[config.mk]
export PLATFORM = sky130hd
export DESIGN_NAME = smbus_master_slave_sequencer
export DESIGN_NICKNAME = d
export VERILOG_FILES = /design/src/rtl/core/sms_pkg.sv /design/src/rtl/core/sms_req_reg.sv /design/src/rtl/core/sms_rsp_reg.sv /design/src/rtl/core/sms_core.sv /design/src/rtl/core/smbus_master_slave_sequencer.sv
export SDC_FILE = /design/constraint.sdc
export NUM_CORES = 1
export LEC_CHECK = 0
export BUFFER_PORTS_ARGS = -buffer_cell sky130_fd_sc_hd__clkbuf_2
export CAP_MARGIN = 10
export CORE_ASPECT_RATIO = 2
export CORE_MARGIN = 2
export CORE_UTILIZATION = 35
export DETAILED_ROUTE_END_ITERATION = 10
export PLACE_DENSITY = 0.61
export SLEW_MARGIN = 0
export SYNTH_ARGS = -nofsm -noshare
export SYNTH_HDL_FRONTEND = slang
export SYNTH_SLANG_ARGS = --single-unit
[constraint.sdc]
create_clock -name clock -period 3.1 [get_ports clock]
set_clock_uncertainty 0.05 [all_clocks]
set_input_delay 0.465 -clock clock [delete_from_list [all_inputs] [get_ports clock]]
set_output_delay 0.465 -clock clock [all_outputs]
set_load 0.005 [all_outputs]
[src/rtl/core/sms_pkg.sv]
// ----------------------------------------------------------------------------
// sms_pkg
// Shared types and constants for the SMBus master/slave sequencer: request
// and response payloads, bus event codes and address/command constants.
// ----------------------------------------------------------------------------
`default_nettype none

package sms_pkg;

   // Bus event codes carried in the request action field
   localparam logic [3:0] ACT_WRITE_REQUEST = 4'd0;
   localparam logic [3:0] ACT_LOAD_BYTE     = 4'd1;
   localparam logic [3:0] ACT_START_SENT    = 4'd2;
   localparam logic [3:0] ACT_MASTER_SENT   = 4'd3;
   localparam logic [3:0] ACT_MASTER_RX     = 4'd4;
   localparam logic [3:0] ACT_SLAVE_ADDR    = 4'd5;
   localparam logic [3:0] ACT_SLAVE_RX      = 4'd6;
   localparam logic [3:0] ACT_SLAVE_STOP    = 4'd7;
   localparam logic [3:0] ACT_SLAVE_SENT    = 4'd8;
   localparam logic [3:0] ACT_SLAVE_TX_STOP = 4'd9;
   localparam logic [3:0] ACT_TIMEOUT       = 4'd10;
   localparam logic [3:0] ACT_DATA_CONSUMED = 4'd11;

   // Slave command nibbles (high nibble of the write address)
   localparam logic [3:0] CMD_LONG_A = 4'h8;
   localparam logic [3:0] CMD_SHORT  = 4'h9;
   localparam logic [3:0] CMD_LONG_B = 4'hA;
   localparam logic [3:0] CMD_TINY   = 4'hB;

   // Address masks
   localparam logic [7:0] ADDR_MATCH_MASK = 8'hCE;
   localparam logic [7:0] ADDR_WRITE_MASK = 8'hFE;
   localparam logic [7:0] ADDR_HOLD_MASK  = 8'h30;
   localparam logic [7:0] OWN_ADDR_RESET  = 8'h80;

   // Slave read snapshot length and short receive lengths
   localparam int SLAVE_TX_BYTES = 5;
   localparam int RX_LEN_SHORT   = 4;
   localparam int RX_LEN_TINY    = 3;

   typedef struct packed {
      logic [3:0]  action;
      logic [7:0]  bus_byte;
      logic        ack_in;
      logic        arb_lost;
      logic [7:0]  target_address;
      logic [2:0]  byte_count;
      logic [2:0]  load_index;
      logic [7:0]  active_button;
      logic [15:0] point_x;
      logic [15:0] point_y;
   } req_type;

   typedef struct packed {
      logic [7:0] tx_byte;
      logic       tx_load;
      logic       ack_out;
      logic       start_out;
      logic       stop_out;
      logic       bus_reset;
      logic       busy_res;
      logic       slave_active;
      logic       rx_pending;
      logic [3:0] command;
      logic [3:0] rx_index;
      logic       rx_valid;
   } rsp_type;

endpackage

`default_nettype wire

[src/rtl/core/sms_req_reg.sv]
// ----------------------------------------------------------------------------
// sms_req_reg
// Input register for bus event requests; takes a new request whenever it is
// empty or its held request moves on in the same cycle.
// ----------------------------------------------------------------------------
`default_nettype none

module sms_req_reg (
   input  wire logic             clock,
   input  wire logic             reset,
   input  wire logic             in_valid,
   output logic                  in_ready,
   input  wire sms_pkg::req_type in_data,
   output logic                  out_valid,
   input  wire logic             out_ready,
   output sms_pkg::req_type      out_data
);
   import sms_pkg::*;

   logic    valid_ff;
   logic    valid_in;
   req_type data_ff;

   assign in_ready  = !valid_ff || out_ready;
   assign valid_in  = in_valid || (valid_ff && !out_ready);
   assign out_valid = valid_ff;
   assign out_data  = data_ff;

   // Hold control state
   always_ff @(posedge clock) begin
      if (reset) begin
         valid_ff <= 1'b0;
      end else if (in_ready) begin
         valid_ff <= valid_in;
      end
   end

   // Capture payload on accept
   always_ff @(posedge clock) begin
      if (in_valid && in_ready) begin
         data_ff <= in_data;
      end
   end

endmodule

`default_nettype wire

[src/rtl/core/sms_rsp_reg.sv]
// ----------------------------------------------------------------------------
// sms_rsp_reg
// Result register; a finished response waits here while the next request is
// already being processed upstream.
// ----------------------------------------------------------------------------
`default_nettype none

module sms_rsp_reg (
   input  wire logic             clock,
   input  wire logic             reset,
   input  wire logic             in_valid,
   output logic                  in_ready,
   input  wire sms_pkg::rsp_type in_data,
   output logic                  out_valid,
   input  wire logic             out_ready,
   output sms_pkg::rsp_type      out_data
);
   import sms_pkg::*;

   logic    valid_ff;
   rsp_type data_ff;

   assign in_ready  = !valid_ff || out_ready;
   assign out_valid = valid_ff;
   assign out_data  = data_ff;

   // Advance when empty or drained
   always_ff @(posedge clock) begin
      if (reset) begin
         valid_ff <= 1'b0;
      end else if (in_ready) begin
         valid_ff <= in_valid;
      end
   end

   // Capture result on advance
   always_ff @(posedge clock) begin
      if (in_valid && in_ready) begin
         data_ff <= in_data;
      end
   end

endmodule

`default_nettype wire

[src/rtl/core/sms_core.sv]
// ----------------------------------------------------------------------------
// sms_core
// Sequencer state and one-step decode: applies one bus event to the master
// and slave state and forms the response combinationally.
// ----------------------------------------------------------------------------
`default_nettype none

module sms_core #(
   parameter int MASTER_BYTES   = 5,
   parameter int SLAVE_RX_BYTES = 12
) (
   input  wire logic             clock,
   input  wire logic             reset,
   input  wire logic             csr_valid,
   input  wire logic [7:0]       csr_data,
   input  wire logic             in_valid,
   output logic                  in_ready,
   input  wire sms_pkg::req_type in_data,
   output logic                  out_valid,
   input  wire logic             out_ready,
   output sms_pkg::rsp_type      out_data
);
   import sms_pkg::*;

   localparam int MSW = $clog2(MASTER_BYTES + 1);
   localparam int MIW = (MASTER_BYTES > 1) ? $clog2(MASTER_BYTES) : 1;
   localparam int SRW = $clog2(SLAVE_RX_BYTES + 1);

   logic [7:0]     master_buffer_ff [MASTER_BYTES];
   logic [7:0]     master_buffer_in [MASTER_BYTES];
   logic [7:0]     slave_buffer_ff  [SLAVE_TX_BYTES];
   logic [7:0]     slave_buffer_in  [SLAVE_TX_BYTES];
   logic [7:0]     target_ff,      target_in;
   logic [MSW-1:0] write_len_ff,   write_len_in;
   logic [MSW-1:0] master_sent_ff, master_sent_in;
   logic [SRW-1:0] rx_len_ff,      rx_len_in;
   logic [SRW-1:0] rx_count_ff,    rx_count_in;
   logic [2:0]     tx_len_ff,      tx_len_in;
   logic [2:0]     tx_count_ff,    tx_count_in;
   logic           busy_ff,        busy_in;
   logic           slave_ff,       slave_in;
   logic           ready_ff,       ready_in;
   logic [3:0]     command_ff,     command_in;
   logic           arb_flag_ff,    arb_flag_in;
   logic [7:0]     own_addr_ff;
   logic           fire;
   logic           fail;
   logic [MIW-1:0] load_idx;
   logic [MIW-1:0] send_idx;
   rsp_type        rsp;

   assign in_ready  = out_ready;
   assign fire      = in_valid && out_ready;
   assign out_valid = in_valid;
   assign out_data  = rsp;
   assign load_idx  = MIW'(in_data.load_index);
   assign send_idx  = MIW'(master_sent_ff);

   // Decode one bus event
   always_comb begin
      master_buffer_in = master_buffer_ff;
      slave_buffer_in  = slave_buffer_ff;
      target_in        = target_ff;
      write_len_in     = write_len_ff;
      master_sent_in   = master_sent_ff;
      rx_len_in        = rx_len_ff;
      rx_count_in      = rx_count_ff;
      tx_len_in        = tx_len_ff;
      tx_count_in      = tx_count_ff;
      busy_in          = busy_ff;
      slave_in         = slave_ff;
      ready_in         = ready_ff;
      command_in       = command_ff;
      arb_flag_in      = arb_flag_ff;
      rsp              = '0;
      fail             = 1'b0;

      unique case (in_data.action)
         ACT_WRITE_REQUEST: begin
            if (!busy_ff && !slave_ff && !ready_ff) begin
               busy_in   = 1'b1;
               target_in = in_data.target_address;
               if (32'(in_data.byte_count) > MASTER_BYTES) begin
                  write_len_in = MSW'(MASTER_BYTES);
               end else begin
                  write_len_in = MSW'(in_data.byte_count);
               end
               rsp.start_out = 1'b1;
            end
         end
         ACT_LOAD_BYTE: begin
            if (32'(in_data.load_index) < MASTER_BYTES) begin
               master_buffer_in[load_idx] = in_data.bus_byte;
            end
         end
         ACT_START_SENT: begin
            rsp.tx_byte    = target_ff & ADDR_WRITE_MASK;
            rsp.tx_load    = 1'b1;
            master_sent_in = '0;
         end
         ACT_MASTER_SENT: begin
            if (in_data.arb_lost) begin
               fail = 1'b1;
            end else if (in_data.ack_in && master_sent_ff < write_len_ff &&
                         32'(master_sent_ff) < MASTER_BYTES) begin
               rsp.tx_byte    = master_buffer_ff[send_idx];
               rsp.tx_load    = 1'b1;
               master_sent_in = master_sent_ff + 1'b1;
            end else begin
               rsp.stop_out = 1'b1;
               busy_in      = 1'b0;
            end
         end
         ACT_SLAVE_ADDR: begin
            if (in_data.arb_lost) begin
               arb_flag_in = 1'b1;
            end
            rx_count_in = '0;
            tx_count_in = '0;
            if ((in_data.bus_byte & ADDR_MATCH_MASK) == (own_addr_ff & ADDR_MATCH_MASK)) begin
               slave_in = 1'b1;
               busy_in  = 1'b0;
               if (in_data.bus_byte[0]) begin
                  // Read: snapshot button and point unless the hold bits are set
                  if ((in_data.bus_byte & ADDR_HOLD_MASK) == 8'd0) begin
                     tx_len_in          = 3'(SLAVE_TX_BYTES);
                     slave_buffer_in[0] = in_data.active_button;
                     slave_buffer_in[1] = in_data.point_x[15:8];
                     slave_buffer_in[2] = in_data.point_x[7:0];
                     slave_buffer_in[3] = in_data.point_y[15:8];
                     slave_buffer_in[4] = in_data.point_y[7:0];
                     rsp.tx_byte        = in_data.active_button;
                  end else begin
                     rsp.tx_byte = slave_buffer_ff[0];
                  end
                  rsp.tx_load = 1'b1;
                  rsp.ack_out = 1'b1;
                  tx_count_in = 3'd1;
               end else if (!ready_ff) begin
                  // Write: take command and expected length
                  command_in = in_data.bus_byte[7:4];
                  unique case (in_data.bus_byte[7:4])
                     CMD_LONG_A: rx_len_in = SRW'(SLAVE_RX_BYTES);
                     CMD_SHORT:  rx_len_in = SRW'(RX_LEN_SHORT);
                     CMD_LONG_B: rx_len_in = SRW'(SLAVE_RX_BYTES);
                     CMD_TINY:   rx_len_in = SRW'(RX_LEN_TINY);
                     default:    rx_len_in = rx_len_ff;
                  endcase
                  rsp.ack_out = 1'b1;
               end
            end
         end
         ACT_SLAVE_RX: begin
            if (!in_data.arb_lost) begin
               if (32'(rx_count_ff) < SLAVE_RX_BYTES) begin
                  rsp.tx_byte  = in_data.bus_byte;
                  rsp.rx_index = 4'(rx_count_ff);
                  rsp.rx_valid = 1'b1;
                  rx_count_in  = rx_count_ff + 1'b1;
               end
               if (rx_count_in >= rx_len_ff) begin
                  ready_in = 1'b1;
                  slave_in = 1'b0;
               end
               rsp.ack_out = 1'b1;
            end
         end
         ACT_SLAVE_STOP: begin
            if (arb_flag_ff) begin
               rsp.start_out = 1'b1;
               arb_flag_in   = 1'b0;
            end
         end
         ACT_SLAVE_SENT: begin
            if (in_data.ack_in) begin
               if (tx_count_ff < tx_len_ff && 32'(tx_count_ff) < SLAVE_TX_BYTES) begin
                  rsp.tx_byte = slave_buffer_ff[tx_count_ff];
                  rsp.tx_load = 1'b1;
                  tx_count_in = tx_count_ff + 3'd1;
               end else begin
                  slave_in = 1'b0;
               end
            end
         end
         ACT_SLAVE_TX_STOP: begin
            rsp.tx_load = 1'b0;
         end
         ACT_TIMEOUT: begin
            rsp.bus_reset = 1'b1;
            busy_in       = 1'b0;
            slave_in      = 1'b0;
         end
         ACT_DATA_CONSUMED: begin
            ready_in = 1'b0;
         end
         default: begin
            fail = 1'b1;
         end
      endcase

      // Drop the bus on a failure
      if (fail) begin
         rsp.bus_reset = 1'b1;
         rsp.ack_out   = 1'b0;
         rsp.start_out = 1'b0;
         rsp.stop_out  = 1'b0;
         busy_in       = 1'b0;
         slave_in      = 1'b0;
      end

      rsp.busy_res     = busy_in;
      rsp.slave_active = slave_in;
      rsp.rx_pending   = ready_in;
      rsp.command      = command_in;
   end

   // Hold slave address register
   always_ff @(posedge clock) begin
      if (reset) begin
         own_addr_ff <= OWN_ADDR_RESET;
      end else if (csr_valid) begin
         own_addr_ff <= csr_data;
      end
   end

   // Advance sequencer state on each request
   always_ff @(posedge clock) begin
      if (reset) begin
         for (int i = 0; i < MASTER_BYTES; i++) begin
            master_buffer_ff[i] <= '0;
         end
         for (int i = 0; i < SLAVE_TX_BYTES; i++) begin
            slave_buffer_ff[i] <= '0;
         end
         target_ff      <= '0;
         write_len_ff   <= '0;
         master_sent_ff <= '0;
         rx_len_ff      <= '0;
         rx_count_ff    <= '0;
         tx_len_ff      <= '0;
         tx_count_ff    <= '0;
         busy_ff        <= 1'b0;
         slave_ff       <= 1'b0;
         ready_ff       <= 1'b0;
         command_ff     <= '0;
         arb_flag_ff    <= 1'b0;
      end else if (fire) begin
         master_buffer_ff <= master_buffer_in;
         slave_buffer_ff  <= slave_buffer_in;
         target_ff        <= target_in;
         write_len_ff     <= write_len_in;
         master_sent_ff   <= master_sent_in;
         rx_len_ff        <= rx_len_in;
         rx_count_ff      <= rx_count_in;
         tx_len_ff        <= tx_len_in;
         tx_count_ff      <= tx_count_in;
         busy_ff          <= busy_in;
         slave_ff         <= slave_in;
         ready_ff         <= ready_in;
         command_ff       <= command_in;
         arb_flag_ff      <= arb_flag_in;
      end
   end

endmodule

`default_nettype wire

[src/rtl/core/smbus_master_slave_sequencer.sv]
// ----------------------------------------------------------------------------
// smbus_master_slave_sequencer
// Byte-level SMBus master/slave sequencer: one bus event request in, one
// bus drive response out.
// ----------------------------------------------------------------------------
//   channel   ports                          direction  moves
//   req       req_valid/req_ready/req_data   in         one bus event
//   rsp       rsp_valid/rsp_ready/rsp_data   out        one bus drive response
//   csr       csr_valid/csr_ready/csr_data   in         own slave address
//
// One request per cycle sustained while rsp_ready holds high; a request passes
// the input register, then the result register, before its response is offered.
// State is read and updated by combinational decode logic between the two.
// Synchronous reset clears core state and valid flags; own address returns to 0x80.
// rsp_ready low holds the result register and backs up into the input register.
// ----------------------------------------------------------------------------
`default_nettype none

module smbus_master_slave_sequencer #(
   parameter int MASTER_BYTES   = 5,
   parameter int SLAVE_RX_BYTES = 12
) (
   input  wire logic             clock,
   input  wire logic             reset,
   input  wire logic             req_valid,
   output logic                  req_ready,
   input  wire sms_pkg::req_type req_data,
   output logic                  rsp_valid,
   input  wire logic             rsp_ready,
   output sms_pkg::rsp_type      rsp_data,
   input  wire logic             csr_valid,
   output logic                  csr_ready,
   input  wire logic [7:0]       csr_data
);
   import sms_pkg::*;

   logic    stg_valid;
   logic    stg_ready;
   req_type stg_data;
   logic    res_valid;
   logic    res_ready;
   rsp_type res_data;

   assign csr_ready = 1'b1;

   sms_req_reg u_req_reg (
      .clock     (clock),
      .reset     (reset),
      .in_valid  (req_valid),
      .in_ready  (req_ready),
      .in_data   (req_data),
      .out_valid (stg_valid),
      .out_ready (stg_ready),
      .out_data  (stg_data)
   );

   sms_core #(
      .MASTER_BYTES   (MASTER_BYTES),
      .SLAVE_RX_BYTES (SLAVE_RX_BYTES)
   ) u_core (
      .clock     (clock),
      .reset     (reset),
      .csr_valid (csr_valid),
      .csr_data  (csr_data),
      .in_valid  (stg_valid),
      .in_ready  (stg_ready),
      .in_data   (stg_data),
      .out_valid (res_valid),
      .out_ready (res_ready),
      .out_data  (res_data)
   );

   sms_rsp_reg u_rsp_reg (
      .clock     (clock),
      .reset     (reset),
      .in_valid  (res_valid),
      .in_ready  (res_ready),
      .in_data   (res_data),
      .out_valid (rsp_valid),
      .out_ready (rsp_ready),
      .out_data  (rsp_data)
   );

endmodule

`default_nettype wire

==> results of run 1 <==
-- power by group --
group          leakage (nW)  switching (mW)  internal, mW
clock                 0.307            1.06          1.31
combinational          1.67           0.153         0.103
sequential             1.84          0.0556          2.98
-- metal layers --
| metal | vias up | global-route usage [%] | routed length, um |
|---|---|---|---|
| met5 | - | 0 | 0 |
| met4 | 0 | 8.705 | 981 |
| met3 | 47 | 1.883 | 879 |
| met2 | 168 | 30.80 | 11910 |
| met1 | 2964 | 17.16 | 7777 |
| li1 | 3108 | - | - |
-- through the flow --
stage               worst slack, ns  area [um2]  instances
global placement             0.2578        9777       1219
floorplan                    0.4243        8848        807
CTS                          0.2267       10410       1257
global route                0.03201       10410       1257
detailed placement           0.2551        9777       1219
finish                       0.2363       10410       1257
-- sequential cells by signal, indices dropped and copies added (netlist names), 3 cells and up --
signal,cells
u_core.slave_buffer_ff,40
u_core.target_ff,7
u_core.rx_len_ff,3
u_core.rx_count_ff,4
u_req_reg.out_data,67
u_core.own_addr_ff,5
u_core.command_ff,4
u_core.master_sent_ff,3
u_core.tx_count_ff,3
u_core.master_buffer_ff,40
u_rsp_reg.out_data,25
u_core.write_len_ff,3
-- final cells by class --
| type | instances | area, um2 | share of cell area [%] |
|---|---|---|---|
| Tap cell | 336 | 420.4 | 4.037 |
| Clock buffer | 27 | 569.3 | 5.467 |
| Clock inverter | 11 | 67.56 | 0.6488 |
| Timing Repair Buffer | 128 | 730.7 | 7.017 |
| Inverter | 12 | 45.04 | 0.4325 |
| Multi-Input combinational cell | 532 | 3436 | 32.99 |
| Sequential cell | 211 | 5145 | 49.41 |
-- cell usage after synthesis, drive strengths merged (11+ instances only) --
library cell / number / area (um2)
mux4: 15 / 337.8
dfxtp: 119 / 2382
o21ai: 15 / 75.07
edfxtp: 92 / 2763
buf: 17 / 92.58
mux2i: 53 / 530.5
a21oi: 73 / 365.4
a22oi: 15 / 112.6
o22ai: 12 / 75.07
nor3: 11 / 60.06
clkbuf: 35 / 131.4
nor2: 72 / 275.3
nand2: 134 / 505.5
-- worst max-delay path: stages, from the launching register on --
cell and delay, ns:
dfxtp_1 0.44, ha_1 0.26, mux2_2 0.28, ha_1 0.27
a2111oi_0 0.68, buf_4 0.23, o311ai_0 0.11, and3_1 0.21
o31ai_1 0.24
-- kinds of logic after synthesis --
| kind of cell | Yosys count | synth area share (%) |
|---|---|---|
| adders and majority gates | 10 | 1.414 |
| DFF | 211 | 58.14 |
| xor gates and xnor gates | 7 | 0.6929 |
| and+or+nand+nor | 292 | 15.75 |
| other | 1 | 0.04238 |
| AOI/OAI and AO/OA | 149 | 10.46 |
| muxes | 73 | 10.45 |
| buffers and inverters | 64 | 3.040 |
-- path summary, 6_finish.rpt --
check,start,endpoint,slack (ns)
worst max-delay path,u_core.rx_count_ff[0],u_core.slave_ff,0.24
worst min register to register,u_core.slave_buffer_ff[31],u_core.slave_buffer_ff[31],0.40
worst min-delay path,req_data[55],u_req_reg.out_data[55],0.07
worst max register to register,u_core.rx_count_ff[0],u_core.slave_ff,0.24
==> key figures, run 1 <==
Drt
  – Initial DRT Pass Iterations: 5
  – Routed vias: 6,287
  – Drt wl/cell: 17.14 um
  – Antenna Nets Post-Route: 0
  – Drc violations: 0
  – DRT iter0 DRCs: 337
  – Vias/cell: 5.002
  – Routed WL: 21,550 um

Placement
  – Placer Congestion: 0.8653
  – Input/output buffers: 103
  – Detailed placement HPWL: 15,600 um

Cells and area
  – Most common cell after layout, fill and taps aside: nand2_1
  – Syn-to-layout area delta: 17.69%
  – Diodes inserted: 0
  – Share of post-route cells with drive strength above 1: 21.93%
  – Utilization after layout: 41.77%
  – Commonest cells after routing, fill and taps aside: nand2_1 (133), dfxtp_1 (119), clkbuf_2 (103), edfxtp_1 (92), a21oi_1 (73)
  – Fill cells: 2,406
  – Final nets: 997

Critical path
  – CP Class: flop to flop
  – Worst-path fanout max: 6
  – WP data required: 3.47 ns
  – Critical Path Sink Type: flop
  – CP arrival: 3.23 ns
  – R2R depth: 8
  – Crit path launch type: flop

Timing
  – Max-slew headroom: 39.02%
  – Final setup viols: 0
  – Final slew viol count: 0
  – Worst-margin pin slew: 0.9077 ns
  – Min Clock Period, post-route: 2.864 ns
  – WHS: 0.07422 ns
  – Post-route clock period utilization: 92.38%
  – Fin. Hold Viols: 0
  – Unrepaired setup endpoints after global routing: no
  – Sum Neg Setup Slack: 0 ns
  – Fmax: 349.2 MHz

Clocking
  – Clock Sinks: 211
  – H-tree Lvls: 1
  – Cts hold-fix bufs: 0
  – Clk_lat worst skew: 0.51 ns
  – Root buf cell: clkbuf_16
  – Post-CTS resize count: 0
  – Post-CTS Setup Inserts: 0
  – CTS Buf Count: 21
  – Clk buf depth: 3
  – Clock slew at reported path FFs: 0.07 ns
  – TritonCTS clock tree: yes

Global routing
  – Vias in the first global route: 6,359
  – Grt ovf: 0
  – Pin count of the biggest net entering global routing: 68
  – Initial antenna violation count: 0
  – Global-route usage over all layers: 16.39%
  – First-pass GRT wire length: 33,490 um

Flow run
  – Max cap viols: 0

Yosys
  – Syn_area_per_cell: 10.96 um2
  – Yosys warns: 0
  – Async set-or-reset flop fraction in the synthesized netlist: 0%
  – Number of synthesized flops with an enable pin: 92
  – Post-synthesis cell type count: 65
  – Post-synthesis register bit count: 211
  – Cell count after synthesis: 807
  – Post-synthesis sequential area ratio: 58.14%
  – Post-synthesis cell area: 0.008848 mm2
  – Net Count, Synth: 898
  – Post-synth top flop: dfxtp_1

Die
  – Die H: 228.9 um
  – # IOs: 109
  – FP Rows: 82
  – Die Wd: 116.4 um
  – Initial core utilization: 35.49%
  – Die area: 0.02665 mm2
  – Core Footprint: 0.02493 mm2

Worst hold path
  – Hold path depth: 1
  – Worst hold path type: input port to flop

Power
  – Power density cells: 543.7 mW/mm2
  – P_leak: 3.820 nW
  – Power, Total: 5.662 mW
  – Worst VDD drop: 0.4744 mV

Outcome
  – Status: completed
Note: power is estimated with default switching activity, not from simulation.
==> inputs of run 2 (changes only) <==
Settings changed: BUFFER_PORTS_ARGS -buffer_cell sky130_fd_sc_hd__clkbuf_2 to -buffer_cell sky130_fd_sc_hd__buf_2.
==> run 2 against run 1 <==
  * Routed wire length grew 1.3%
  * Worst hold slack improved by 0.0066 ns
  * Power increased by 1.6%
  * Register-to-register slack improved by 0.38 ns
  * Non-clock buffer count is the same
  * Fmax grew 15%
  * Sequential power about the same
  * Cell area shrank 0.13%
  * Cell count hardly changed
  * Setup slack gained 0.38 ns
  * Critical path depth is 1 higher
  * Largest cell class unchanged
==> key figures, run 2 (synthesis gave the netlist of run 1 again) <==
Power
  – Worst VDD drop: 0.4770 mV (+0.54%)
  – Comb pwr share: 4.4% (about the same)
  – P_leak: 3.800 nW (-0.52%)
  – Clk pwr share: 42.8% (+1.0 points)
  – Sequential Power Share: 52.8% (-0.9 points)
  – Switching Share: 21.75% (-0.62 points)
  – Switching power: 1.251 mW (-1.3%)
  – Pint: 4.500 mW (+2.4%)
  – Power density cells: 552.9 mW/mm2 (+1.7%)
  – Power, Total: 5.750 mW (+1.6%)

Outcome
  – Status: completed

Critical path
  – Worst R2R Setup Slack: 0.62 ns (+0.38 ns)
  – WP data required: 3.47 ns (about the same)
  – Worst-path fanout max: 6 (unchanged)
  – Crit path launch type: flop
  – CP arrival: 2.85 ns (-0.38 ns)
  – Critical Path Sink Type: flop
  – CP Class: flop to flop

Die
  – Die Wd: 116.4 um (unchanged)
  – Core Footprint: 0.02493 mm2 (unchanged)
  – Die H: 228.9 um (unchanged)
  – # IOs: 109 (unchanged)
  – Initial core utilization: 35.49% (unchanged)
  – FP Rows: 82 (unchanged)
  – Die area: 0.02665 mm2 (unchanged)

Global routing
  – Initial antenna violation count: 0 (unchanged)
  – Grt ovf: 0 (unchanged)
  – Global-route usage over all layers: 16.75% (+0.36 points)
  – First-pass GRT wire length: 34,170 um (+2.0%)
  – Vias in the first global route: 6,311 (-0.75%)
  – Pin count of the biggest net entering global routing: 68 (unchanged)

Clocking
  – Clk buf depth: 3 (unchanged)
  – TritonCTS clock tree: yes
  – CTS Buf Count: 21 (unchanged)
  – Post-CTS Setup Inserts: 0 (unchanged)
  – Cts hold-fix bufs: 0 (unchanged)
  – Clk_lat worst skew: 0.50 ns (about the same)
  – Post-CTS resize count: 0 (unchanged)
  – Clock slew at reported path FFs: 0.07 ns (about the same)
  – Clock Sinks: 211 (unchanged)
  – Root buf cell: clkbuf_16
  – H-tree Lvls: 1 (unchanged)

Cells and area
  – Max FFs per register: 67 (unchanged)
  – Share of post-route cells with drive strength above 1: 21.41% (-0.52 points)
  – Syn-to-layout area delta: 17.53%
  – Most common cell after layout, fill and taps aside: nand2_1
  – Diodes inserted: 0 (unchanged)
  – Commonest cells after routing, fill and taps aside: nand2_1 (133), dfxtp_1 (119), buf_2 (102), edfxtp_1 (92), a21oi_1 (73)
  – Final nets: 997 (unchanged)
  – Finished Layout Cells: 1,256 (-0.080%)
  – Utilization after layout: 41.71% (-0.055 points)

Drt
  – Drt wl/cell: 17.38 um (+1.4%)
  – Routed WL: 21,820 um (+1.3%)
  – Routed vias: 6,351 (+1.0%)
  – Drc violations: 0 (unchanged)
  – Vias/cell: 5.057 (+1.1%)
  – Antenna Nets Post-Route: 0 (unchanged)
  – Initial DRT Pass Iterations: 4 (-1)
  – DRT iter0 DRCs: 365 (+8.3%)

Timing
  – Worst-margin pin slew: 0.9139 ns (+0.006253 ns)
  – Fin. Hold Viols: 0 (unchanged)
  – Min Clock Period, post-route: 2.484 ns (-0.3794 ns)
  – Fmax: 402.5 MHz (+15%)
  – Final slew viol count: 0 (unchanged)
  – Post-route clock period utilization: 80.14% (-12 points)
  – Unrepaired setup endpoints after global routing: no
  – Max-slew headroom: 38.60% (-0.42 points)
  – Post-route setup slack: 0.6157 ns (+0.3794 ns)
  – Sum Neg Setup Slack: 0 ns (unchanged)
  – Final setup viols: 0 (unchanged)

Placement
  – Input/output buffers: 103 (unchanged)
  – DP Worst Slack: 0.6291 ns (+0.3739 ns)
  – Detailed placement HPWL: 15,600 um (about the same)
  – Placer Congestion: 0.8739 (+0.99%)
  – Placed insts: 1,219 (unchanged)

Flow run
  – Max cap viols: 0 (unchanged)

Worst hold path
  – Worst hold path type: input port to flop
## run 2: metrics by stage
stage / hold WS (ns) / instance area (um2)
after floorplan: 0.3787 / 8848
final: 0.08084 / 10400
after detailed placement: 0.3938 / 9752
after global placement: 0.3867 / 9752
after global routing: 0.06547 / 10400
after CTS: 0.05764 / 10400
## run 2: path summary, 6_finish.rpt
kind,startpoint,end,cells past startpoint
max,u_core.rx_count_ff[2],u_core.slave_ff,9
min,req_data[65],u_req_reg.out_data[65],1
max reg2reg,u_core.rx_count_ff[2],u_core.slave_ff,9
min reg2reg,u_core.slave_buffer_ff[23],u_core.slave_buffer_ff[23],2
## run 2: layout make-up
type	instances	area, um2
Fill cell	2438	14530
Multi-Input combinational cell	532	3436
Sequential cell	211	5145
Inverter	12	45.04
Timing Repair Buffer	128	705.7
Tap cell	336	420.4
Clock buffer	26	544.3
Clock inverter	11	103.9
## run 2: power by group through the flow
stage	Sequential (mW)	Clock, mW	Combinational, mW
final	3.04	2.46	0.254
after global routing	3.04	2.65	0.281
after CTS	3.04	2.54	0.260
after detailed placement	3.10	0	0.259
after global placement	3.10	0	0.256
after floorplan	3.07	0	0.144
## run 2: layer usage
layer  GRT usage [%]  routed length, um  up-vias
met5               0                  0        -
met4           7.552                884        0
met3           1.777                907       55
met2           32.18              12280      166
met1           17.58               7754     3040
li1                -                  -     3090
## run 2: critical path, cell delays in order, from the launching register on
cell       delay [ns]
dfxtp_1          0.41
nand2_1          0.17
xnor2_1          0.23
ha_1             0.26
nand2b_1         0.14
a2111oi_0        0.40
buf_4            0.20
o311ai_0         0.11
and3_1           0.22
o31ai_1          0.21
==> inputs of run 3 (changes only) <==
Settings changed: PLACE_DENSITY 0.61 to 0.63.
Clock period 3.1 ns to 2.2 ns, I/O delays scaled along.
==> run 3 against run 2 <==
  * First-iteration DRC count is 7.1% lower
  * Non-clock buffer count is 124 higher
  * Global-route usage is 0.83 points higher
  * Cell count is 10% higher
  * Register-to-register slack worse by 0.58 ns
  * Flip-flop and latch count stayed put
  * Setup slack worse by 0.58 ns
  * Worst hold slack worse by 0.064 ns
  * Count of clock-buffer cells in the layout stayed put
  * Clock power is 35% higher
  * Critical endpoint is now u_rsp_reg.out_data[8]
  * Largest power group unchanged
  * Highest routed layer unchanged
==> key figures, run 3 (synthesis gave the netlist of run 1 again) <==
Timing
  – Max-slew headroom: 59.05% (+20 points)
  – Sum Neg Setup Slack: 0 ns (unchanged)
  – Min Clock Period, post-route: 2.166 ns (-0.3186 ns)
  – WHS: 0.01639 ns (-0.06445 ns)
  – Post-route setup slack: 0.03436 ns (-0.5814 ns)
  – Final setup viols: 0 (unchanged)
  – Fmax: 461.8 MHz (+15%)
  – Fin. Hold Viols: 0 (unchanged)
  – Post-route clock period utilization: 98.44% (+18 points)
  – Final slew viol count: 0 (unchanged)
  – Worst-margin pin slew: 0.6143 ns (-0.2996 ns)

Cells and area
  – Utilization after layout: 46.81% (+5.1 points)
  – Commonest cells after routing, fill and taps aside: nand2_1 (132), dfxtp_1 (118), buf_2 (102), edfxtp_1 (92)
  – Share of post-route cells with drive strength above 1: 25.84% (+4.4 points)
  – Diodes inserted: 0 (unchanged)
  – Final nets: 1,121 (+12%)
  – Most common cell after layout, fill and taps aside: nand2_1
  – Post-route cell area: 0.01167 mm2 (+12%)
  – Register Area: 0.005146 mm2 (about the same)
  – Max FFs per register: 67 (unchanged)
  – Finished Layout Cells: 1,381 (+10%)
  – Fill cells: 2,328 (-4.5%)
  – Footprint of the multi-input gates: 0.003520 mm2 (+2.4%)
  – Syn-to-layout area delta: 31.89%

Critical path
  – WP buf/inv: 1 (unchanged)
  – Crit path launch type: flop
  – CP arrival: 2.37 ns (-0.48 ns)
  – Worst path slowest cell: or4bb_1
  – R2R depth: 5 (-4)
  – CP Class: flop to flop
  – Reg2reg start: u_req_reg.out_data[67]
  – CP peak stage delay: 0.54 ns (+0.13 ns)
  – Worst path cell trace: or4bb_1, nor3_1, buf_4, and3_2, mux2_2
  – Critical Path Sink Type: flop
  – WP data required: 2.40 ns (-1.07 ns)
  – Kind of cell adding the most delay to the critical path: simple AND/OR/NAND/NOR gates
  – Worst R2R Setup Slack: 0.03 ns (-0.58 ns)
  – Worst-path fanout max: 4 (-2)
  – R2R Path End: u_rsp_reg.out_data[8]

Die
  – Core Footprint: 0.02493 mm2 (unchanged)
  – Die H: 228.9 um (unchanged)
  – FP Rows: 82 (unchanged)
  – Die Wd: 116.4 um (unchanged)
  – Initial core utilization: 35.49% (unchanged)
  – Die area: 0.02665 mm2 (unchanged)
  – # IOs: 109 (unchanged)

Clocking
  – Clk_lat worst skew: 0.51 ns (about the same)
  – H-tree Lvls: 1 (unchanged)
  – Root buf cell: clkbuf_16
  – Clock slew at reported path FFs: 0.07 ns (about the same)
  – TritonCTS clock tree: yes
  – CTS Buf Count: 21 (unchanged)
  – Clock Sinks: 211 (unchanged)
  – Clk buf depth: 3 (unchanged)

Drt
  – Routed vias: 6,916 (+8.9%)
  – Antenna Nets Post-Route: 0 (unchanged)
  – Routed WL: 23,610 um (+8.2%)
  – Vias/cell: 5.008 (-0.96%)
  – Drt wl/cell: 17.10 um (-1.6%)
  – Drc violations: 0 (unchanged)
  – Initial DRT Pass Iterations: 5 (+1)
  – DRT iter0 DRCs: 339 (-7.1%)

Placement
  – Placed insts: 1,271 (+4.3%)
  – DP Worst Slack: -0.09903 ns (-0.7281 ns)
  – Input/output buffers: 103 (unchanged)
  – Detailed placement HPWL: 16,390 um (+5.1%)
  – Area after DPL: 0.01024 mm2 (+5.0%)
  – Placer Congestion: 0.8440 (-3.4%)

Worst hold path
  – Hold path startpoint: csr_data[2]
  – Worst hold path type: input port to flop
  – Hold path depth: 3 (+2)
  – WHS Endpoint: u_core.own_addr_ff[2]

Global routing
  – First-pass GRT wire length: 35,870 um (+5.0%)
  – Pin count of the biggest net entering global routing: 68 (unchanged)
  – Initial antenna violation count: 0 (unchanged)
  – Grt ovf: 0 (unchanged)
  – Vias in the first global route: 7,026 (+11%)
  – Global-route usage over all layers: 17.58% (+0.83 points)

Power
  – Worst VDD drop: 0.7355 mV (+54%)
  – P_leak: 4.415 nW (+16%)
  – Power, Total: 8.098 mW (+41%)
  – Power density cells: 693.9 mW/mm2 (+26%)

Outcome
  – Status: completed

Flow run
  – Max cap viols: 0 (unchanged)
## run 3: cell types whose count changed in the layout (fill, tap and decap cells not counted), sizes merged
cell / before / now
dlygate4sd3: 0 / 70
buf: 128 / 181
clkinv: 9 / 13
bufinv: 2 / 0
clkbuf: 26 / 27
inv: 12 / 11
## run 3: worst max-delay path by stage
| stage | start | to | slack [ns] | depth (start not counted) |
|---|---|---|---|---|
| floorplan | u_core.rx_count_ff[0] | u_core.slave_ff | 0.05 | 7 |
| global placement | u_core.rx_count_ff[0] | u_core.slave_ff | -0.10 | 7 |
| detailed placement | u_core.rx_count_ff[0] | u_core.slave_ff | -0.1 | 7 |
| CTS | u_req_reg.out_data[66] | u_rsp_reg.out_data[17] | 0.005 | 6 |
| global route | u_core.rx_count_ff[0] | u_rsp_reg.out_data[10] | -0.00009 | 10 |
| finish | u_req_reg.out_data[67] | u_rsp_reg.out_data[8] | 0.03 | 5 |
## run 3: layout make-up
type | instances | area share (%)
Clock buffer | 26 | 4.760
Timing Repair Buffer | 252 | 16.43
Inverter | 12 | 0.3860
Sequential cell | 211 | 44.10
Clock inverter | 12 | 0.5682
Tap cell | 336 | 3.602
Multi-Input combinational cell | 532 | 30.16
## run 3: power breakdown
part	leakage, nW	switching (mW)	internal (mW)
Clock	0.319	1.50	1.81
Sequential	1.84	0.0588	4.21
Combinational	2.25	0.267	0.261
Total	4.41	1.83	6.27
## run 3: layer usage
| layer | up-vias | track usage (%) | wire length (um) |
|---|---|---|---|
| met1 | 3299 | 17.55 | 8209 |
| met2 | 195 | 33.58 | 13170 |
| li1 | 3344 | - | - |
| met4 | 0 | 10.42 | 1376 |
| met3 | 78 | 1.777 | 859 |
| met5 | - | 0 | 0 |
## run 3: worst register-to-register path: cells and delay by family (launching register included)
family / cells / cell delay [ns]
buffers and inverters: 1 / 0.15
DFF: 1 / 0.44
muxes: 1 / 0.35
and+or+nand+nor: 3 / 0.91
## run 3: timing repair
item | 4_1_cts | 5_1_grt
cloned | 0 | 1
endpoints found under the hold margin | 70 | 0
pin swaps | 1 | 2
hold buffers | 70 | 0
setup buffers | 0 | 1
gates resized for setup | 4 | 14
endpoints found under the setup margin | 6 | 34
